$ cat config.mk
export PLATFORM = sky130hd
export DESIGN_NAME = lsps_loss_acc
export DESIGN_NICKNAME = d
export VERILOG_FILES = /design/src/hw/rtl/lsps_pkg.sv /design/src/hw/rtl/lsps_loss_acc.sv
export SDC_FILE = /design/constraint.sdc
export NUM_CORES = 1
export LEC_CHECK = 0
export BUFFER_PORTS_ARGS = -buffer_cell sky130_fd_sc_hd__buf_2
export CAP_MARGIN = 10
export CORE_ASPECT_RATIO = 0.75
export CORE_MARGIN = 1
export CORE_UTILIZATION = 45
export CTS_CLUSTER_SIZE = 28
export DETAILED_ROUTE_END_ITERATION = 7
export PLACE_DENSITY = 0.72
export SLEW_MARGIN = 20
export SYNTH_ARGS = -nofsm -noshare
export SYNTH_HDL_FRONTEND = slang
export SYNTH_SLANG_ARGS = --single-unit
$ cat constraint.sdc
create_clock -name clk_i -period 6.2 [get_ports clk_i]
set_input_delay 0 -clock clk_i [delete_from_list [all_inputs] [get_ports clk_i]]
set_output_delay 0 -clock clk_i [all_outputs]
set_load 0.01 [all_outputs]
$ cat src/hw/rtl/lsps_pkg.sv
// ----------------------------------------------------------------------------
// Least-squares partition select package
// Command and error codes, and loss widths, used by the top module and the loss accumulator.
// ----------------------------------------------------------------------------
package lsps_pkg;

  localparam int unsigned LossW   = 44;
  localparam int unsigned OutLossW = 43;
  localparam int unsigned IdxW    = 16;
  localparam int unsigned ObsW    = 7;

  localparam logic [1:0] CMD_RUN    = 2'd0;
  localparam logic [1:0] CMD_CAND   = 2'd1;
  localparam logic [1:0] CMD_FINISH = 2'd2;
  localparam logic [1:0] CMD_CLEAR  = 2'd3;

  localparam logic [1:0] ERR_OK      = 2'd0;
  localparam logic [1:0] ERR_NO_RUNS = 2'd1;
  localparam logic [1:0] ERR_LENGTH  = 2'd2;

  localparam logic [LossW-1:0] LOSS_MAX = {LossW{1'b1}};
  localparam logic [IdxW-1:0]  CAND_MAX = {IdxW{1'b1}};

  // Control of the loss datapath for one pair.
  typedef struct packed {
    logic clear;
    logic valid;
    logic same;
  } loss_ctrl_t;

endpackage

$ cat src/hw/rtl/lsps_loss_acc.sv
// ----------------------------------------------------------------------------
// Loss accumulator
// Difference, square and saturating sum of one pair term per cycle.
// ----------------------------------------------------------------------------
module lsps_loss_acc #(
  parameter int unsigned COUNT_BITS = 16
) (
  input  logic                    clk_i,
  input  logic                    rst_ni,
  input  lsps_pkg::loss_ctrl_t    ctrl_i,
  input  logic [COUNT_BITS-1:0]   k_i,
  input  logic [COUNT_BITS-1:0]   c_i,
  output logic                    busy_o,
  output logic [lsps_pkg::LossW-1:0] loss_o
);
  import lsps_pkg::*;

  localparam int unsigned SqW  = 2 * COUNT_BITS;
  localparam int unsigned SumW = ((SqW > LossW) ? SqW : LossW) + 1;

  logic                  d_vld_q, sq_vld_q;
  logic [COUNT_BITS-1:0] d_q, d_d;
  logic [SqW-1:0]        sq_q;
  logic [LossW-1:0]      acc_q;
  logic [SumW-1:0]       sum;

  always_comb begin
    if (!ctrl_i.same) begin
      d_d = c_i;
    end else if (k_i >= c_i) begin
      d_d = k_i - c_i;
    end else begin
      d_d = c_i - k_i;
    end
    sum = SumW'(acc_q) + SumW'(sq_q);
  end

  always_ff @(posedge clk_i) begin
    d_q  <= d_d;
    sq_q <= d_q * d_q;
  end

  always_ff @(posedge clk_i or negedge rst_ni) begin
    if (!rst_ni) begin
      d_vld_q  <= 1'b0;
      sq_vld_q <= 1'b0;
      acc_q    <= '0;
    end else begin
      d_vld_q  <= ctrl_i.valid;
      sq_vld_q <= d_vld_q;
      if (ctrl_i.clear) begin
        acc_q <= '0;
      end else if (sq_vld_q) begin
        acc_q <= (sum > SumW'(LOSS_MAX)) ? LOSS_MAX : sum[LossW-1:0];
      end
    end
  end

  assign busy_o = d_vld_q | sq_vld_q;
  assign loss_o = acc_q;

endmodule

; ---- After elaboration in Yosys (flattened, before gate mapping)
; Cells that the tools add are included.
; W data, S select, Z words.
[totals]
regBits = 94
input_bits = 37
output_inout_bits = 45
wordCells = 18
[op_classes]
addsub = 3
n_mul = 1
n_lt_le_gt_ge = 2
muxes = 5
n_bitwise = 1
reduce_logical = 1
[ops]
columns = op, count
row1 = $mux W44, 3
row2 = $add A44 B32 Y45, 1
row3 = $gt A45 B44 Y1 const B, 1
row4 = $mul A16 B16 Y32, 1
row5 = $mux W16, 2
row6 = $sub A16 B16 Y16, 2
row7 = $ge A16 B16 Y1, 1
row8 = $reduce_bool A2 Y1, 1
row9 = $or A1 B1 Y1, 1

; ---- Depth between registers and ports, before layout
[depth]
ltp_word = 5
ltp_mapped = 24
mapped_depth_nobuf = 23

; ---- Least setup slack after synthesis
; No wires, ideal clock.
[synth_timing]
path_type = register to register
from = reg d_q[4]
to = reg sq_q[24]
setup_time_ns = 0.062
t_arrival_ns = 6.050
t_required_ns = 6.138
setup_slack_ns = 0.088
stages_incl_launch_ff = 21
path_buffers = 1
period_less_slack_ns = 6.112
path_cell_list = dfxtp_1 clkbuf_1 nand2_1 fa_1 fa_1 inv_1 fa_1 fa_1 fa_1 inv_1 fa_1 inv_1 ha_1 a21o_1 nand2_1 nand2_1 a21o_1 a2111o_1 a311o_1 a2111oi_2 nand3b_1
[synth_between]
elab_chain_len = 1
[synth_lines]
columns = item, line_no
row1 = from (decl), lsps_loss_acc.sv:22  ; logic [COUNT_BITS-1:0] d_q, d_d;
row2 = from (signal assigned), lsps_loss_acc.sv:39  ; d_q <= d_d;
row3 = $mul A16 B16 Y32, lsps_loss_acc.sv:40  ; sq_q <= d_q * d_q;
row4 = to (signal assigned), lsps_loss_acc.sv:40
row5 = to (decl), lsps_loss_acc.sv:23  ; logic [SqW-1:0] sq_q;
; Every way passes these cells.
; A chain may end at the register's enable or synchronous reset.

; ---- Worst setup path in the final report
[layout_timing]
from = reg d_q[9]
to = reg sq_q[24]
; Same word-level chain as after synthesis.

==> run_results.csv <==
group,metric,value,unit
run_status,status,"complete, no violations",
synth,yosys_warnings,0,
floorplanning,initial_core_util,45.67,%
global_route,grt_max_degree,62,
floorplanning,io-pin-count,82,
clock_network,clock_latency,350,ps
global_route,gr-usage-all-layers,21.67,%
clock_network,clock_path_buffers,2,
timing,clock_skew,13.20,ps
clock_network,cts.clk_slew.worst_paths,70,ps
placement,place_area,0.01466,mm^2
synth,ys.flop_type,"dfxtp_1",
clock_network,htreeDepth,3,
finish,design_area,0.01519,mm^2
worst_setup_path,rr_endpoint,"sq_q[24]",
worst_setup_path,regToRegSetupSlack,220,ps
timing,drv_slew,0,
finish,antennaDiodeCount,0,
synth,synth_cell_types,73,
timing,slew_headroom,40.74,%
worst_setup_path,critPathRequiredTime,6490,ps
finish,multiInputGateArea,0.01043,mm^2
synth,seq_area_frac_synth,15.20,%
min_path,holdPathEnd,"d_q[11]",
synth,yosysTopAreaCell,"fa_1",
global_route,grt_pass1_vias,10973,
timing,rsz0062_at_grt,"yes",
worst_setup_path,critPathMaxFanout,8,
synth,synth_cells,1577,
synth,synth_fp_nets,1944,
job,cap_viol_max_count,0,
finish,layout-drive-gt1-share,10.90,%
timing,setup_violations,0,
detailed_routing,dr.pass1.iters,5,
worst_setup_path,path_cells,"nand2_1 > fa_1 > fa_1 > inv_1 > fa_1 > fa_1 > fa_1 > inv_1 > fa_1 > inv_1 > ha_1 > a21o_1 > nand2_1 > nand2_1 > a21o_1 > a2111o_1 > a311o_1 > a2111oi_2 > nand3b_1",
synth,synthArstFlopShare,49.46,%
detailed_routing,vias,11410,
clock_network,cts_buffers,9,
floorplanning,core-area,0.03014,mm^2
detailed_routing,drc,0,
min_path,hp-class,"input port to flop",
worst_setup_path,timing.rr.start,"d_q[9]",
finish,final_core_util,50.40,%
timing,finalCriticalPeriod,5981,ps
clock_network,cts_tree,"built",
placement,dp_hpwl,27970,um
timing,fin_crit_sh,96.48,%
min_path,hold_depth,3,
worst_setup_path,cp_common_cell,"fa_1",
global_route,grt-ovfl-total,0,
synth,synth_seq_cells,93,
worst_setup_path,crit_type,"flop to flop",
worst_setup_path,crit_slowest_cell,"fa_1",
min_path,hp-start,"c_i[11]",
detailed_routing,wire_per_inst,16.41,um
worst_setup_path,cp_slowest_stage_delay,560,ps
timing,finalHoldViolCount,0,
finish,syn_to_final_growth,10.36,%
synth,netlist_area,0.01376,mm^2
detailed_routing,wl,33790,um
detailed_routing,final_antenna_net_count,0,
timing,tightest_slew,888.9,ps
placement,pre_cts_ws,-59.87,ps
placement,gp_congestion,0.9309,
worst_setup_path,worstPathArrival,6270,ps
synth,synth_top_area_share,24.14,%
clock_network,numClockSinks,93,
finish,num-fill-cells,2866,
synth,synth_area_leaders,"fa_1 (24%), ha_1 (15%), dfrtp_1 (8.4%), inv_1 (7.6%), dfxtp_1 (6.8%)",
floorplanning,die_h,153.5,um
timing,max_freq,167.2,MHz
worst_setup_path,cp-end-kind,"flop",
worst_setup_path,crit_path_start_kind,"flop",
clock_network,clockRootBuffer,"clkbuf_16",
finish,fin_nets,2022,
detailed_routing,drt_iter0_drc,918,
placement,io_buffers,81,
timing,setup_ws,218.5,ps
synth,synth_edf_count,0,
floorplanning,dieArea,0.03130,mm^2
floorplanning,rows,55,
finish,ff_latch_area,0.002123,mm^2
floorplanning,die_w,204.0,um
global_route,grt_antenna_before_repair,0,
detailed_routing,viasPerCell,5.542,
synth,syn_avg_cell_area,8.728,um^2
global_route,grt_pass1_wl,54930,um
worst_setup_path,rr_worst_depth,19,
[worst max-delay path by stage]
stage | start | endpoint | cells past startpoint
global route | d_q[9] | sq_q[24] | 19
CTS | d_q[9] | sq_q[24] | 19
floorplan | d_q[4] | sq_q[24] | 20
detailed placement | d_q[8] | sq_q[29] | 19
global placement | d_q[8] | sq_q[31] | 19
finish | d_q[9] | sq_q[24] | 19
[critical path, delay by kind of cell (launching register included)]
| family | cells | cell delay [ps] |
|---|---|---|
| AO/OA/AOI/OAI | 5 | 1530 |
| adder cells (fa/ha/maj) | 7 | 3470 |
| buffers and inverters | 3 | 140 |
| flip-flops | 1 | 420 |
| AND/OR/NAND/NOR | 4 | 350 |
[metrics by stage]
| step | hold slack [ps] | TNS [ps] | std cells |
|---|---|---|---|
| finish | 53.33 | 0 | 2059 |
| global route | 58.93 | -3.649 | 2059 |
| CTS | 29.32 | 0 | 2058 |
| detailed placement | 112.6 | -107.7 | 2027 |
| global placement | 108.7 | -1.177 | 2027 |
| floorplan | -295.6 | 0 | 1577 |
[repair_timing]
| item | 4_1_cts | 5_1_grt |
|---|---|---|
| hold endpoints to repair | 60 | 0 |
| pin swaps | 0 | 1 |
| resized for setup | 2 | 29 |
| setup endpoints to repair | 2 | 10 |
| buffers inserted | 0 | 1 |
| hold buffers | 15 | 0 |
[state kept, by name, summed over array words and instances (netlist names)]
name      count
d_q          16
sq_q         31
sq_vld_q      1
d_vld_q       1
loss_o       44
[cells in the final DEF, fill, tap and decap left out, types with 21 or more instances in the layout]
master,Yosys,routed
a211oi_1,30,30
dfrtp_1,46,45
a311oi_1,24,23
buf_4,0,34
a21oi_1,90,88
xnor2_1,39,39
dfxtp_1,47,33
a31oi_1,21,21
ha_1,164,162
o21ai_0,33,33
inv_1,279,279
and2_1,59,59
fa_1,166,166
nor2_1,97,95
buf_2,13,80
nand2_1,109,109
xor2_1,30,30
a21o_1,43,43
[cell usage after synthesis, types with 4 or more instances]
master       n
a31o_2       5
o41ai_1      4
nor2b_1     14
nor2_1      97
a21boi_0     6
and3_1      16
o211ai_1     9
o21ai_0     33
a21oi_1     90
a211oi_1    30
or3_1        6
a31oi_1     21
clkbuf_1    47
a2111oi_0    5
buf_2       13
fa_1       166
o21bai_1     6
o31ai_1      7
nor4_1       4
a221o_1      4
inv_1      279
ha_1       164
nand2_1    109
xnor2_1     39
a21o_1      43
a311oi_1    24
nand4_1     14
nor3_1      19
nand2b_1    10
mux2i_1      5
o21a_1      16
or2_2       11
and2_1      59
dfxtp_1     47
xor2_1      30
nand3_1     19
dfrtp_1     46
[logic make-up after synthesis]
| logic type | synth area share (%) |
|---|---|
| adders and majority gates | 39.05 |
| xor gates and xnor gates | 4.391 |
| AOI/OAI and AO/OA | 17.59 |
| DFF | 15.20 |
| buffers and inverters | 9.463 |
| muxes | 0.4454 |
| and+or+nand+nor | 13.86 |
[final cells by class]
cell class | instances | share of cell area [%]
multi-input cells | 1142 | 68.64
repair buffers | 130 | 5.378
clock buffers | 10 | 1.507
clock inverters | 6 | 0.3130
flip-flops and latches | 93 | 13.98
inverters | 279 | 6.894
well taps | 399 | 3.286
[layer usage]
layer	share of wire (%)	GRT usage (%)	vias to the layer above	routed length, um
met5	0	0	-	0
met4	0.89	3.127	0	301
met3	7.5	3.753	35	2534
met2	44	33.50	400	14880
met1	48	32.13	5550	16070
li1	-	-	5425	-
Power is not shown: default switching activity piles up to over one toggle a cycle in this logic, so the estimate is an artifact.
